### config.mk
export PLATFORM = sky130hd
export DESIGN_NAME = dual_mode_byte_rle_decoder_flat
export DESIGN_NICKNAME = d
export VERILOG_FILES = /design/src/hw/rtl/dmrle_pkg.sv /design/src/hw/rtl/dmrle_in_if.sv /design/src/hw/rtl/dmrle_out_if.sv /design/src/hw/rtl/dmrle_ctrl.sv /design/src/hw/rtl/dmrle_dp.sv /design/src/hw/rtl/dual_mode_byte_rle_decoder.sv /design/src/flat_wrapper.sv
export SDC_FILE = /design/constraint.sdc
export NUM_CORES = 1
export LEC_CHECK = 0
export ABC_AREA = 0
export BUFFER_PORTS_ARGS = -buffer_cell sky130_fd_sc_hd__buf_2
export CORE_MARGIN = 2
export CORE_UTILIZATION = 30
export CTS_CLUSTER_DIAMETER = 120
export DETAILED_ROUTE_END_ITERATION = 16
export PLACE_DENSITY = 0.48
export RECOVER_POWER = 25
export SYNTH_ARGS = -nofsm -noshare
export SYNTH_HDL_FRONTEND = slang
export SYNTH_SLANG_ARGS = --single-unit
### constraint.sdc
create_clock -name clk_i -period 5 [get_ports clk_i]
set_input_delay 0.75 -clock clk_i [delete_from_list [all_inputs] [get_ports clk_i]]
set_output_delay 0.75 -clock clk_i [all_outputs]
set_load 0.01 [all_outputs]
### src/hw/rtl/dmrle_pkg.sv
// Shared constants and controller/datapath types for the byte run-length decoder.
package dmrle_pkg;

  localparam int unsigned SIZE_BITS  = 24;
  localparam int unsigned CODE_W     = 8;
  localparam int unsigned COUNT_W    = 6;
  localparam int unsigned CFG_IDX_W  = 1;
  localparam int unsigned CFG_DATA_W = SIZE_BITS;

  localparam logic [CODE_W-1:0] MARK_MASK  = 8'hC0;
  localparam logic [CODE_W-1:0] COUNT_MASK = 8'h3F;
  localparam logic [CODE_W-1:0] PCX_MARK   = 8'hC0;
  localparam logic [CODE_W-1:0] RLE8_MARK  = 8'h40;

  localparam logic [CFG_IDX_W-1:0] REG_RUN_MODE   = 1'd0;
  localparam logic [CFG_IDX_W-1:0] REG_IMAGE_SIZE = 1'd1;

  typedef struct packed {
    logic take;      // an input byte is transferred this cycle
    logic set_mark;  // the byte is a run marker
    logic load_run;  // the byte is a run value and the run starts
    logic emit_lit;  // the byte goes out as a literal
    logic emit_run;  // one byte of the current run goes out
  } dmrle_cmd_t;

  typedef struct packed {
    logic pending;   // the byte on the input is a run value
    logic marker;    // the byte on the input matches the marker of the mode
    logic run_ok;    // the pending run has a count and room in the image
    logic lit_ok;    // a literal on the input fits in the image
    logic out_free;  // the output register can be loaded this cycle
    logic run_last;  // the next run byte ends the run
  } dmrle_stat_t;

endpackage

### src/hw/rtl/dmrle_in_if.sv
// Input channel carrying encoded bytes.
interface dmrle_in_if;
  logic                          valid;
  logic                          ready;
  logic [dmrle_pkg::CODE_W-1:0]  code_byte;
  logic                          start_image;

  modport source (output valid, output code_byte, output start_image, input ready);
  modport sink   (input valid, input code_byte, input start_image, output ready);
endinterface

### src/hw/rtl/dmrle_out_if.sv
// Output channel carrying decoded pixel bytes.
interface dmrle_out_if;
  logic                          valid;
  logic                          ready;
  logic [dmrle_pkg::CODE_W-1:0]  pixel_byte;
  logic                          last_of_item;
  logic                          image_done;

  modport source (output valid, output pixel_byte, output last_of_item,
                  output image_done, input ready);
  modport sink   (input valid, input pixel_byte, input last_of_item,
                  input image_done, output ready);
endinterface

### src/hw/rtl/dmrle_ctrl.sv
// Controller state machine: sequences input transfers and run emission.
module dmrle_ctrl (
  input  logic                   clk_i,
  input  logic                   rst_ni,
  input  logic                   in_valid_i,
  output logic                   in_ready_o,
  input  dmrle_pkg::dmrle_stat_t stat_i,
  output dmrle_pkg::dmrle_cmd_t  cmd_o
);
  import dmrle_pkg::*;

  localparam logic ST_IDLE = 1'b0;
  localparam logic ST_RUN  = 1'b1;

  logic state_q, state_d;

  assign in_ready_o = (state_q == ST_IDLE) && stat_i.out_free;

  always_comb begin
    state_d = state_q;
    cmd_o   = '0;
    unique case (state_q)
      ST_IDLE: begin
        if (in_valid_i && in_ready_o) begin
          cmd_o.take = 1'b1;
          priority if (stat_i.pending) begin
            // A run with no count or no room in the image is simply dropped.
            if (stat_i.run_ok) begin
              cmd_o.load_run = 1'b1;
              state_d        = ST_RUN;
            end
          end else if (stat_i.marker) begin
            cmd_o.set_mark = 1'b1;
          end else if (stat_i.lit_ok) begin
            cmd_o.emit_lit = 1'b1;
          end
        end
      end
      ST_RUN: begin
        if (stat_i.out_free) begin
          cmd_o.emit_run = 1'b1;
          if (stat_i.run_last) begin
            state_d = ST_IDLE;
          end
        end
      end
      default: state_d = ST_IDLE;
    endcase
  end

  always_ff @(posedge clk_i or negedge rst_ni) begin
    if (!rst_ni) begin
      state_q <= ST_IDLE;
    end else begin
      state_q <= state_d;
    end
  end

  a_no_take_in_run: assert property (@(posedge clk_i) disable iff (!rst_ni)
    (state_q == ST_RUN) |-> !in_ready_o)
    else $error("input transfer offered while a run is being emitted");

  a_load_enters_run: assert property (@(posedge clk_i) disable iff (!rst_ni)
    cmd_o.load_run |=> (state_q == ST_RUN))
    else $error("run loaded without entering the run state");

endmodule

### src/hw/rtl/dmrle_dp.sv
// Datapath: configuration, decode state, byte counter and output register.
module dmrle_dp (
  input  logic                                clk_i,
  input  logic                                rst_ni,
  input  logic                                cfg_we_i,
  input  logic [dmrle_pkg::CFG_IDX_W-1:0]     cfg_idx_i,
  input  logic [dmrle_pkg::CFG_DATA_W-1:0]    cfg_data_i,
  input  logic [dmrle_pkg::CODE_W-1:0]        code_byte_i,
  input  logic                                start_image_i,
  input  dmrle_pkg::dmrle_cmd_t               cmd_i,
  output dmrle_pkg::dmrle_stat_t              stat_o,
  output logic                                out_valid_o,
  input  logic                                out_ready_i,
  output logic [dmrle_pkg::CODE_W-1:0]        pixel_byte_o,
  output logic                                last_of_item_o,
  output logic                                image_done_o
);
  import dmrle_pkg::*;

  logic                 run_mode_q;
  logic [SIZE_BITS-1:0] image_size_q;

  logic                 pend_q, pend_d;
  logic [COUNT_W-1:0]   count_q, count_d;
  logic [COUNT_W-1:0]   remain_q, remain_d;
  logic [CODE_W-1:0]    value_q, value_d;
  logic [SIZE_BITS-1:0] bytes_q, bytes_d;
  logic                 full_q, full_d;

  logic                 out_valid_q, out_valid_d;
  logic [CODE_W-1:0]    pix_q, pix_d;
  logic                 last_q, last_d;
  logic                 done_q, done_d;

  logic [SIZE_BITS-1:0] bytes_b, bytes_cur, bytes_inc;
  logic                 full_b, pend_b, can_emit_b, emit, hit_limit;
  logic [CODE_W-1:0]    marker;

  // A start flag clears the image state before its own byte is decoded.
  assign bytes_b    = start_image_i ? '0 : bytes_q;
  assign full_b     = start_image_i ? 1'b0 : full_q;
  assign pend_b     = start_image_i ? 1'b0 : pend_q;
  assign can_emit_b = !full_b && (bytes_b < image_size_q);
  assign marker     = run_mode_q ? RLE8_MARK : PCX_MARK;

  assign emit      = cmd_i.emit_lit || cmd_i.emit_run;
  assign bytes_cur = cmd_i.take ? bytes_b : bytes_q;
  assign bytes_inc = bytes_cur + SIZE_BITS'(1);
  assign hit_limit = (bytes_inc == image_size_q);

  always_comb begin
    stat_o.pending  = pend_b;
    stat_o.marker   = ((code_byte_i & MARK_MASK) == marker);
    stat_o.run_ok   = (count_q != '0) && can_emit_b;
    stat_o.lit_ok   = can_emit_b;
    stat_o.out_free = !out_valid_q || out_ready_i;
    stat_o.run_last = (remain_q == COUNT_W'(1)) || hit_limit;
  end

  always_comb begin
    pend_d      = pend_q;
    count_d     = count_q;
    remain_d    = remain_q;
    value_d     = value_q;
    bytes_d     = bytes_q;
    full_d      = full_q;
    pix_d       = pix_q;
    last_d      = last_q;
    done_d      = done_q;
    out_valid_d = out_ready_i ? 1'b0 : out_valid_q;

    if (cmd_i.take) begin
      bytes_d = bytes_b;
      full_d  = full_b;
      pend_d  = cmd_i.set_mark;
    end
    if (cmd_i.set_mark) begin
      count_d = COUNT_W'(code_byte_i & COUNT_MASK);
    end
    if (cmd_i.load_run) begin
      value_d  = code_byte_i;
      remain_d = count_q;
    end
    if (emit) begin
      bytes_d     = bytes_inc;
      full_d      = (cmd_i.take ? full_b : full_q) || hit_limit;
      out_valid_d = 1'b1;
      pix_d       = cmd_i.emit_lit ? code_byte_i : value_q;
      last_d      = cmd_i.emit_lit || (remain_q == COUNT_W'(1)) || hit_limit;
      done_d      = hit_limit;
    end
    if (cmd_i.emit_run) begin
      remain_d = remain_q - COUNT_W'(1);
    end
  end

  always_ff @(posedge clk_i or negedge rst_ni) begin
    if (!rst_ni) begin
      run_mode_q   <= 1'b0;
      image_size_q <= '0;
      pend_q       <= 1'b0;
      count_q      <= '0;
      remain_q     <= '0;
      bytes_q      <= '0;
      full_q       <= 1'b0;
      out_valid_q  <= 1'b0;
    end else begin
      if (cfg_we_i) begin
        unique case (cfg_idx_i)
          REG_RUN_MODE:   run_mode_q   <= cfg_data_i[0];
          REG_IMAGE_SIZE: image_size_q <= cfg_data_i;
          default: ;
        endcase
      end
      pend_q      <= pend_d;
      count_q     <= count_d;
      remain_q    <= remain_d;
      bytes_q     <= bytes_d;
      full_q      <= full_d;
      out_valid_q <= out_valid_d;
    end
  end

  always_ff @(posedge clk_i) begin
    value_q <= value_d;
    pix_q   <= pix_d;
    last_q  <= last_d;
    done_q  <= done_d;
  end

  assign out_valid_o    = out_valid_q;
  assign pixel_byte_o   = pix_q;
  assign last_of_item_o = last_q;
  assign image_done_o   = done_q;

  a_run_within_image: assert property (@(posedge clk_i) disable iff (!rst_ni)
    cmd_i.emit_run |-> (!full_q && (bytes_q < image_size_q) && (remain_q != '0)))
    else $error("run byte emitted beyond the image or after the run ended");

  a_done_sets_full: assert property (@(posedge clk_i) disable iff (!rst_ni)
    (emit && hit_limit) |=> (full_q && out_valid_q && done_q && last_q))
    else $error("filling byte did not mark the image full");

  a_single_source: assert property (@(posedge clk_i) disable iff (!rst_ni)
    !(cmd_i.emit_lit && cmd_i.emit_run) && !(emit && !stat_o.out_free))
    else $error("output register loaded twice or while occupied");

endmodule

### src/hw/rtl/dual_mode_byte_rle_decoder.sv
// Top level of the dual-mode byte run-length decoder.
// Encoded bytes arrive one per transfer and decoded pixel bytes leave through a
// single output register. A literal byte is taken and loaded into the output
// register in the same cycle, so literals flow at one per cycle while the output
// side keeps taking them; a marker byte emits nothing; a run value byte is taken
// and then holds the input while the run is emitted one byte a cycle whenever the
// output register is free, until its count is spent or the image is full. The
// input is held whenever the output register is occupied and not being taken, and
// bytes that would overflow the configured image size are dropped. Write the
// mode and image size only while the block is idle.
module dual_mode_byte_rle_decoder (
  input  logic                             clk_i,
  input  logic                             rst_ni,
  input  logic                             cfg_we_i,
  input  logic [dmrle_pkg::CFG_IDX_W-1:0]  cfg_idx_i,
  input  logic [dmrle_pkg::CFG_DATA_W-1:0] cfg_data_i,
  dmrle_in_if.sink                         byte_in_i,
  dmrle_out_if.source                      pix_out_o
);
  import dmrle_pkg::*;

  dmrle_cmd_t  cmd;
  dmrle_stat_t stat;

  dmrle_ctrl u_ctrl (
    .clk_i      (clk_i),
    .rst_ni     (rst_ni),
    .in_valid_i (byte_in_i.valid),
    .in_ready_o (byte_in_i.ready),
    .stat_i     (stat),
    .cmd_o      (cmd)
  );

  dmrle_dp u_dp (
    .clk_i          (clk_i),
    .rst_ni         (rst_ni),
    .cfg_we_i       (cfg_we_i),
    .cfg_idx_i      (cfg_idx_i),
    .cfg_data_i     (cfg_data_i),
    .code_byte_i    (byte_in_i.code_byte),
    .start_image_i  (byte_in_i.start_image),
    .cmd_i          (cmd),
    .stat_o         (stat),
    .out_valid_o    (pix_out_o.valid),
    .out_ready_i    (pix_out_o.ready),
    .pixel_byte_o   (pix_out_o.pixel_byte),
    .last_of_item_o (pix_out_o.last_of_item),
    .image_done_o   (pix_out_o.image_done)
  );

endmodule

### src/flat_wrapper.sv
// flat-port wrapper written by rule: the top's interface ports become plain ports
module dual_mode_byte_rle_decoder_flat import dmrle_pkg::*;
  (clk_i, rst_ni, cfg_we_i, cfg_idx_i, cfg_data_i, byte_in_i_valid, byte_in_i_code_byte, byte_in_i_start_image, byte_in_i_ready, pix_out_o_valid, pix_out_o_pixel_byte, pix_out_o_last_of_item, pix_out_o_image_done, pix_out_o_ready);
  dmrle_in_if byte_in_i_i ();
  dmrle_out_if pix_out_o_i ();
  input  logic clk_i;
  input  logic rst_ni;
  input  logic cfg_we_i;
  input  logic [dmrle_pkg::CFG_IDX_W-1:0] cfg_idx_i;
  input  logic [dmrle_pkg::CFG_DATA_W-1:0] cfg_data_i;
  input wire logic [$bits(byte_in_i_i.valid)-1:0] byte_in_i_valid;
  input wire logic [$bits(byte_in_i_i.code_byte)-1:0] byte_in_i_code_byte;
  input wire logic [$bits(byte_in_i_i.start_image)-1:0] byte_in_i_start_image;
  output wire logic [$bits(byte_in_i_i.ready)-1:0] byte_in_i_ready;
  output wire logic [$bits(pix_out_o_i.valid)-1:0] pix_out_o_valid;
  output wire logic [$bits(pix_out_o_i.pixel_byte)-1:0] pix_out_o_pixel_byte;
  output wire logic [$bits(pix_out_o_i.last_of_item)-1:0] pix_out_o_last_of_item;
  output wire logic [$bits(pix_out_o_i.image_done)-1:0] pix_out_o_image_done;
  input wire logic [$bits(pix_out_o_i.ready)-1:0] pix_out_o_ready;
  assign byte_in_i_i.valid = byte_in_i_valid;
  assign byte_in_i_i.code_byte = byte_in_i_code_byte;
  assign byte_in_i_i.start_image = byte_in_i_start_image;
  assign byte_in_i_ready = byte_in_i_i.ready;
  assign pix_out_o_valid = pix_out_o_i.valid;
  assign pix_out_o_pixel_byte = pix_out_o_i.pixel_byte;
  assign pix_out_o_last_of_item = pix_out_o_i.last_of_item;
  assign pix_out_o_image_done = pix_out_o_i.image_done;
  assign pix_out_o_i.ready = pix_out_o_ready;
  dual_mode_byte_rle_decoder u_core (.clk_i(clk_i), .rst_ni(rst_ni), .cfg_we_i(cfg_we_i), .cfg_idx_i(cfg_idx_i), .cfg_data_i(cfg_data_i), .byte_in_i(byte_in_i_i), .pix_out_o(pix_out_o_i));
endmodule
**Word level (Yosys, flattened, before mapping)**

Cells that the tools add are included.

- Register bits: 83
- Logic and storage cells: 66
- Input bits: 39

- Muxes and demuxes: 28
- Reduce and logical (&&, ||, !) cells: 17
- Bitwise operators: 2
- Order comparisons: 1
- Add/subtract/negate cells: 2
- Equal/unequal tests: 3

Operators with widths:

| kind | number |
|---|---|
| 2-to-1 mux 24 bit | 3 |
| adder 24 x 1 -> 24 bit (second input constant) | 1 |
| == test 24 bit | 1 |
| less-than comparator 24 bit | 1 |
| 2-to-1 mux 1 bit | 18 |
| 2-to-1 mux 8 bit | 2 |
| 2-to-1 mux 6 bit | 2 |
| == test 8 bit | 1 |
| 2-to-1 mux 4 bit | 2 |
| == test 6 x 1 -> 1 bit (second input constant) | 1 |
| logical OR 1 bit | 6 |
| nonzero test 6 bit | 1 |
| subtractor 6 x 1 -> 6 bit (second input constant) | 1 |
| logical AND 1 bit | 4 |
| AND reduction 2 bit | 2 |
| nonzero test 2 bit | 2 |
| zero test 1 bit | 2 |
| NOT 1 bit | 2 |
| one-hot mux 1 bit (2 select lines) | 1 |

**Logic depth before layout (Yosys ltp)**

- Depth in word-level cells: 15
- Mapped depth: 18

**Hierarchy**

From an unflattened synthesis, not the netlist that was laid out.

- Cells, all modules: 539
- Area total of the unflattened synthesis: 5275.1 µm²

Modules (own cells, without submodules):

| module | sequential area each (µm²) | instances | cells each | area an instance (µm²) |
|---|---|---|---|---|
| dmrle_dp | 2142.1 | 1 | 529 | 5176.2 |
| dmrle_ctrl | 25.0 | 1 | 10 | 98.8 |

**Worst setup path before layout**

No wires, ideal clock.

- Path kind: in2reg
- Start point: in byte_in_i_start_image
- End point: reg u_core.u_ctrl.state_q
- Stages: 17
- Path slack: 0.800 ns
- Buffers on the path: 5
- Setup time: 0.120 ns
- Data required time: 4.880 ns
- Arrival: 4.080 ns
- Path through: buf_2 -> and2_1 -> nand3_1 -> buf_2 -> buf_1 -> and2_1 -> ha_1 -> and4_1 -> buf_2 -> nand3_1 -> buf_2 -> or3_1 -> a21oi_1 -> xnor2_1 -> nand4_1 -> or4b_4 -> a31o_1

- Cells in the longest elaborated chain, start to end: 8
- Elaborated cells on any way between the ends: 17

Ends and longest elaborated chain:

| element | line | text |
|---|---|---|
| from (decl) | flat_wrapper.sv:13 | `input wire logic [$bits(byte_in_i_i.start_image)-1:0] byte_in_i_start_image;` |
| 2-to-1 mux 24 bit or 2-to-1 mux 1 bit (tied branches) | dmrle_dp.sv:40, dmrle_dp.sv:41 |  |
| 2-to-1 mux 24 bit, or another cell as far along | -- |  |
| adder 24 x 1 -> 24 bit or logical AND 1 bit (tied branches) | dmrle_dp.sv:48, dmrle_dp.sv:43 |  |
| == test 24 bit or logical AND 1 bit (tied branches) | dmrle_dp.sv:49, dmrle_dp.sv:54 |  |
| logical OR 1 bit or 2-to-1 mux 1 bit (tied branches) | dmrle_dp.sv:57, dmrle_ctrl.sv:28 |  |
| 2-to-1 mux 1 bit, on equally long branches | dmrle_ctrl.sv:42, dmrle_ctrl.sv:26 |  |
| 2-to-1 mux 1 bit, on equally long branches | dmrle_ctrl.sv:40, dmrle_ctrl.sv:24 |  |
| one-hot mux 1 bit (2 select lines) * | dmrle_ctrl.sv:22 | `unique case (state_q)` |
| named net u_core.u_ctrl.state_d | dmrle_ctrl.sv:15 | `logic state_q, state_d;` |
| to (signal assigned) | dmrle_ctrl.sv:55 | `state_q <= state_d;` |
| to (decl) | dmrle_ctrl.sv:15 |  |

The timed path passes the listed nets; every way through them passes the cells marked *.
A chain may end at the register's enable or synchronous reset.

**Final worst setup path**

Same ends and word-level chain as after synthesis.

==> flow_summary_export.csv <==
group,metric,value,unit
outcome,status,"finished, violations left",
outcome,violations,"max-capacitance violations, max-slew violations",
finish,final_cells,857,
clock_tree,h-tree-depth,3,
timing,fin_setup_tns,0,ns
floorplan,start_util,30.74,%
routing,drc,0,
placed_design,numPortBuffers,50,
routing,drt_iter0_drc,260,
synthesis,seq_area_frac_synth,39.11,%
critical_path,cp-end-kind,"flop",
routing,wire_per_inst,18.61,um
timing,finalSetupViolations,0,
clock_tree,post_cts_resize_count,0,
critical_path,crit_buf_inv,2,
finish,nNetsFinal,688,
pwr,worst_ir_drop_vdd,0.2209,mV
critical_path,r2r_setup_slack,1.11,ns
floorplan,io_pins,51,
floorplan,core_area,18020,um^2
routing,wl,15950,um
critical_path,critical_path.slowest_cell,"or4b_4",
pwr,seqPwrFrac,40.9,%
timing,fmax,241.7,MHz
timing,tightest_slew,1.719,ns
global_routing,grtUsageTotal,16.93,%
routing,ant_nets,0,
critical_path,cp.required,5.25,ns
critical_path,cp_cell_sequence,"buf_2 -> and2_1 -> nand3_1 -> nand2_1 -> inv_1 -> ha_1 -> and4_1 -> nand3_1 -> or3_1 -> a21oi_1 -> xnor2_1 -> nand4_1 -> or4b_4 -> a31o_1",
pwr,clockPowerShare,28.8,%
placed_design,dp_cells,841,
clock_tree,insertion_delay,0.36,ns
worst_hold_path,worstHoldStart,"u_core.u_dp.pend_q$_DFFE_PN0N_",
timing,finalHoldViolCount,0,
finish,fillers,1896,
global_routing,grt_overflow_total,0,
floorplan,row_count,49,
timing,skew,0.009388,ns
synthesis,yosysWarnings,0,
critical_path,worstSetupPathType,"input pin to flop",
pwr,p_sw,0.9002,mW
timing,slew_viol_final,55,
critical_path,path_max_fanout,14,
critical_path,path_delay_family,"simple AND/OR/NAND/NOR gates",
pwr,p_leak,2.684,nW
synthesis,synth-edff-count,18,
worst_hold_path,hold_class,"flop to flop",
finish,diodes,0,
critical_path,critPathArrivalTime,4.39,ns
synthesis,netlist_instances,579,
finish,drive_gt1_share,20.06,%
pwr,combPwrFrac,30.3,%
floorplan,die_w,139.9,um
critical_path,path_common_cell,"nand3_1",
finish,syn_to_final_growth,14.18,%
critical_path,critPathLaunch,"byte_in_i_start_image",
timing,rsz0062_at_grt,"no",
clock_tree,cts.sinks,83,
timing,finalHoldWorstSlack,0.4842,ns
synthesis,synth.avg_cell_area,9.571,um^2
clock_tree,cts_tree,"yes",
synthesis,synth_area_leaders,"dfrtp_1, edfxtp_1, mux2_2, ha_1, nand2_1",
floorplan,die_area,19570,um^2
critical_path,r2r-start,"u_core.u_dp.out_valid_o$_DFFE_PN0P_",
timing,relSlewSlack,-14.61,%
critical_path,worstSetupStartpointType,"input pin",
floorplan,fp.dieH,139.9,um
synthesis,synth_largest_area_cell,"dfrtp_1",
synthesis,synth.top_cell.area_share,29.35,%
global_routing,grt_max_degree,38,
clock_tree,root_buffer,"clkbuf_16",
routing,dr.pass1.iters,5,
placed_design,gp_congestion,0.8948,
clock_tree,clockBufferDepth,2,
timing,min_period_over_period,82.76,%
global_routing,grt_pass1_wl,25910,um
global_routing,grt_antenna_before_repair,0,
synthesis,synth-seq-cells,83,
global_routing,first_global_vias,4635,
synthesis,ys_types,78,
pwr,p_per_area,379.0,nW/um^2
clock_tree,hold_buffers,0,
synthesis,async_flop_share,78.31,%
clock_tree,path_clk_slew,0.08,ns
synthesis,syn_area,5542,um^2
run,max_cap_violations,2,
timing,min_period,4.138,ns
routing,viasPerCell,5.319,
synthesis,synthFlopType,"dfrtp_1",
synthesis,syn-num-nets,644,
routing,detailroute.via_count,4558,
placed_design,hpwl,12090,um
pwr,finalPower,2.398,mW
clock_tree,cts_buffers,9,
clock_tree,post_cts_buffers,0,
critical_path,cpPeakStageDelay,0.57,ns
pwr,p_int,1.498,mW
pwr,swShare,37.53,%
through the flow:
step / cell area, um^2 / setup WS, ns / util, %
2_1_floorplan: 5542 / 0.7999 / -
3_3_place_gp: 6036 / 0.6145 / 33.49
3_5_place_dp: 6036 / 0.5160 / 33.49
4_1_cts: 6342 / 0.8827 / 35.19
5_1_grt: 6327 / 0.5673 / 35.10
6_report: 6327 / 0.8619 / 35.10
cell usage after synthesis, drive strengths merged, types with 12 or more instances:
library cell  instances
a21o                 12
a21oi                24
buf                  17
clkbuf               12
dfrtp                65
edfxtp               18
ha                   26
inv                  33
mux2                 32
nand2                64
nand3                17
nand4                22
nor2                 19
nor2b                23
nor3                 16
o21ai                25
or3                  16
xnor2                26
layout by cell type (no fill, tap or decap), types with 19 or more instances in the layout:
master and count:
mux2_2 32, nor2b_1 23, ha_1 26, nand4_1 20, a21oi_1 24, o21ai_0 24, inv_1 32, buf_2 41
xnor2_1 26, nor2_1 19, nand2_1 63, dfrtp_1 65
state kept, by name, summed over array words and instances, names as in the netlist, 6 cells and up:
name / count
u_core.u_dp.value_q: 8
u_core.u_dp.remain_q: 6
u_core.u_dp.bytes_q: 24
u_core.u_dp.image_size_q: 24
u_core.u_dp.pixel_byte_o: 8
u_core.u_dp.count_q: 6
cell families after synthesis:
family                   after synthesis  share of synthesized area, %
AND/OR/NAND/NOR                      222                         22.80
flip-flops                            83                         39.11
XOR/XNOR                              36                         5.690
AO/OA/AOI/OAI                        114                         14.70
adder cells (fa/ha/maj)               26                         5.870
multiplexers                          35                         7.045
buffers and inverters                 63                         4.787
layer usage:
layer	vias up	global-route usage [%]	share of wire (%)
li1	2204	-	-
met2	68	27.63	48
met4	0	5.632	1.8
met5	-	0	0
met3	15	3.077	2.9
met1	2271	22.74	47
area by class of cell:
cell class / count / area (um^2) / share of cell area [%]
Timing Repair Buffer: 62 / 325.3 / 5.141
Sequential cell: 83 / 2167 / 34.25
Clock inverter: 7 / 81.33 / 1.285
Tap cell: 229 / 286.5 / 4.528
Clock buffer: 9 / 225.2 / 3.559
Multi-Input combinational cell: 433 / 3114 / 49.22
Inverter: 34 / 127.6 / 2.017
power groups by stage:
stage	logic (mW)	clock network, mW	registers [mW]
2_1_floorplan	0.549	0	0.930
3_3_place_gp	0.720	0	0.992
3_5_place_dp	0.730	0	0.994
4_1_cts	0.733	0.714	0.981
5_1_grt	0.817	0.741	1.00
6_report	0.727	0.690	0.981
final timing paths:
check / cells after the start / to
hold / removal: 1 / u_core.u_dp.pend_q$_DFFE_PN0N_
setup reg to reg: 13 / u_core.u_ctrl.state_q$_DFF_PN0_
min in group asynchronous: 1 / u_core.u_dp.image_size_q[9]$_DFFE_PN0P_
max in group asynchronous: 2 / u_core.u_dp.count_q[5]$_DFFE_PN0P_
setup / recovery: 14 / u_core.u_ctrl.state_q$_DFF_PN0_
hold reg to reg: 1 / u_core.u_dp.pend_q$_DFFE_PN0N_
Note: power is estimated with default switching activity, not from simulation.
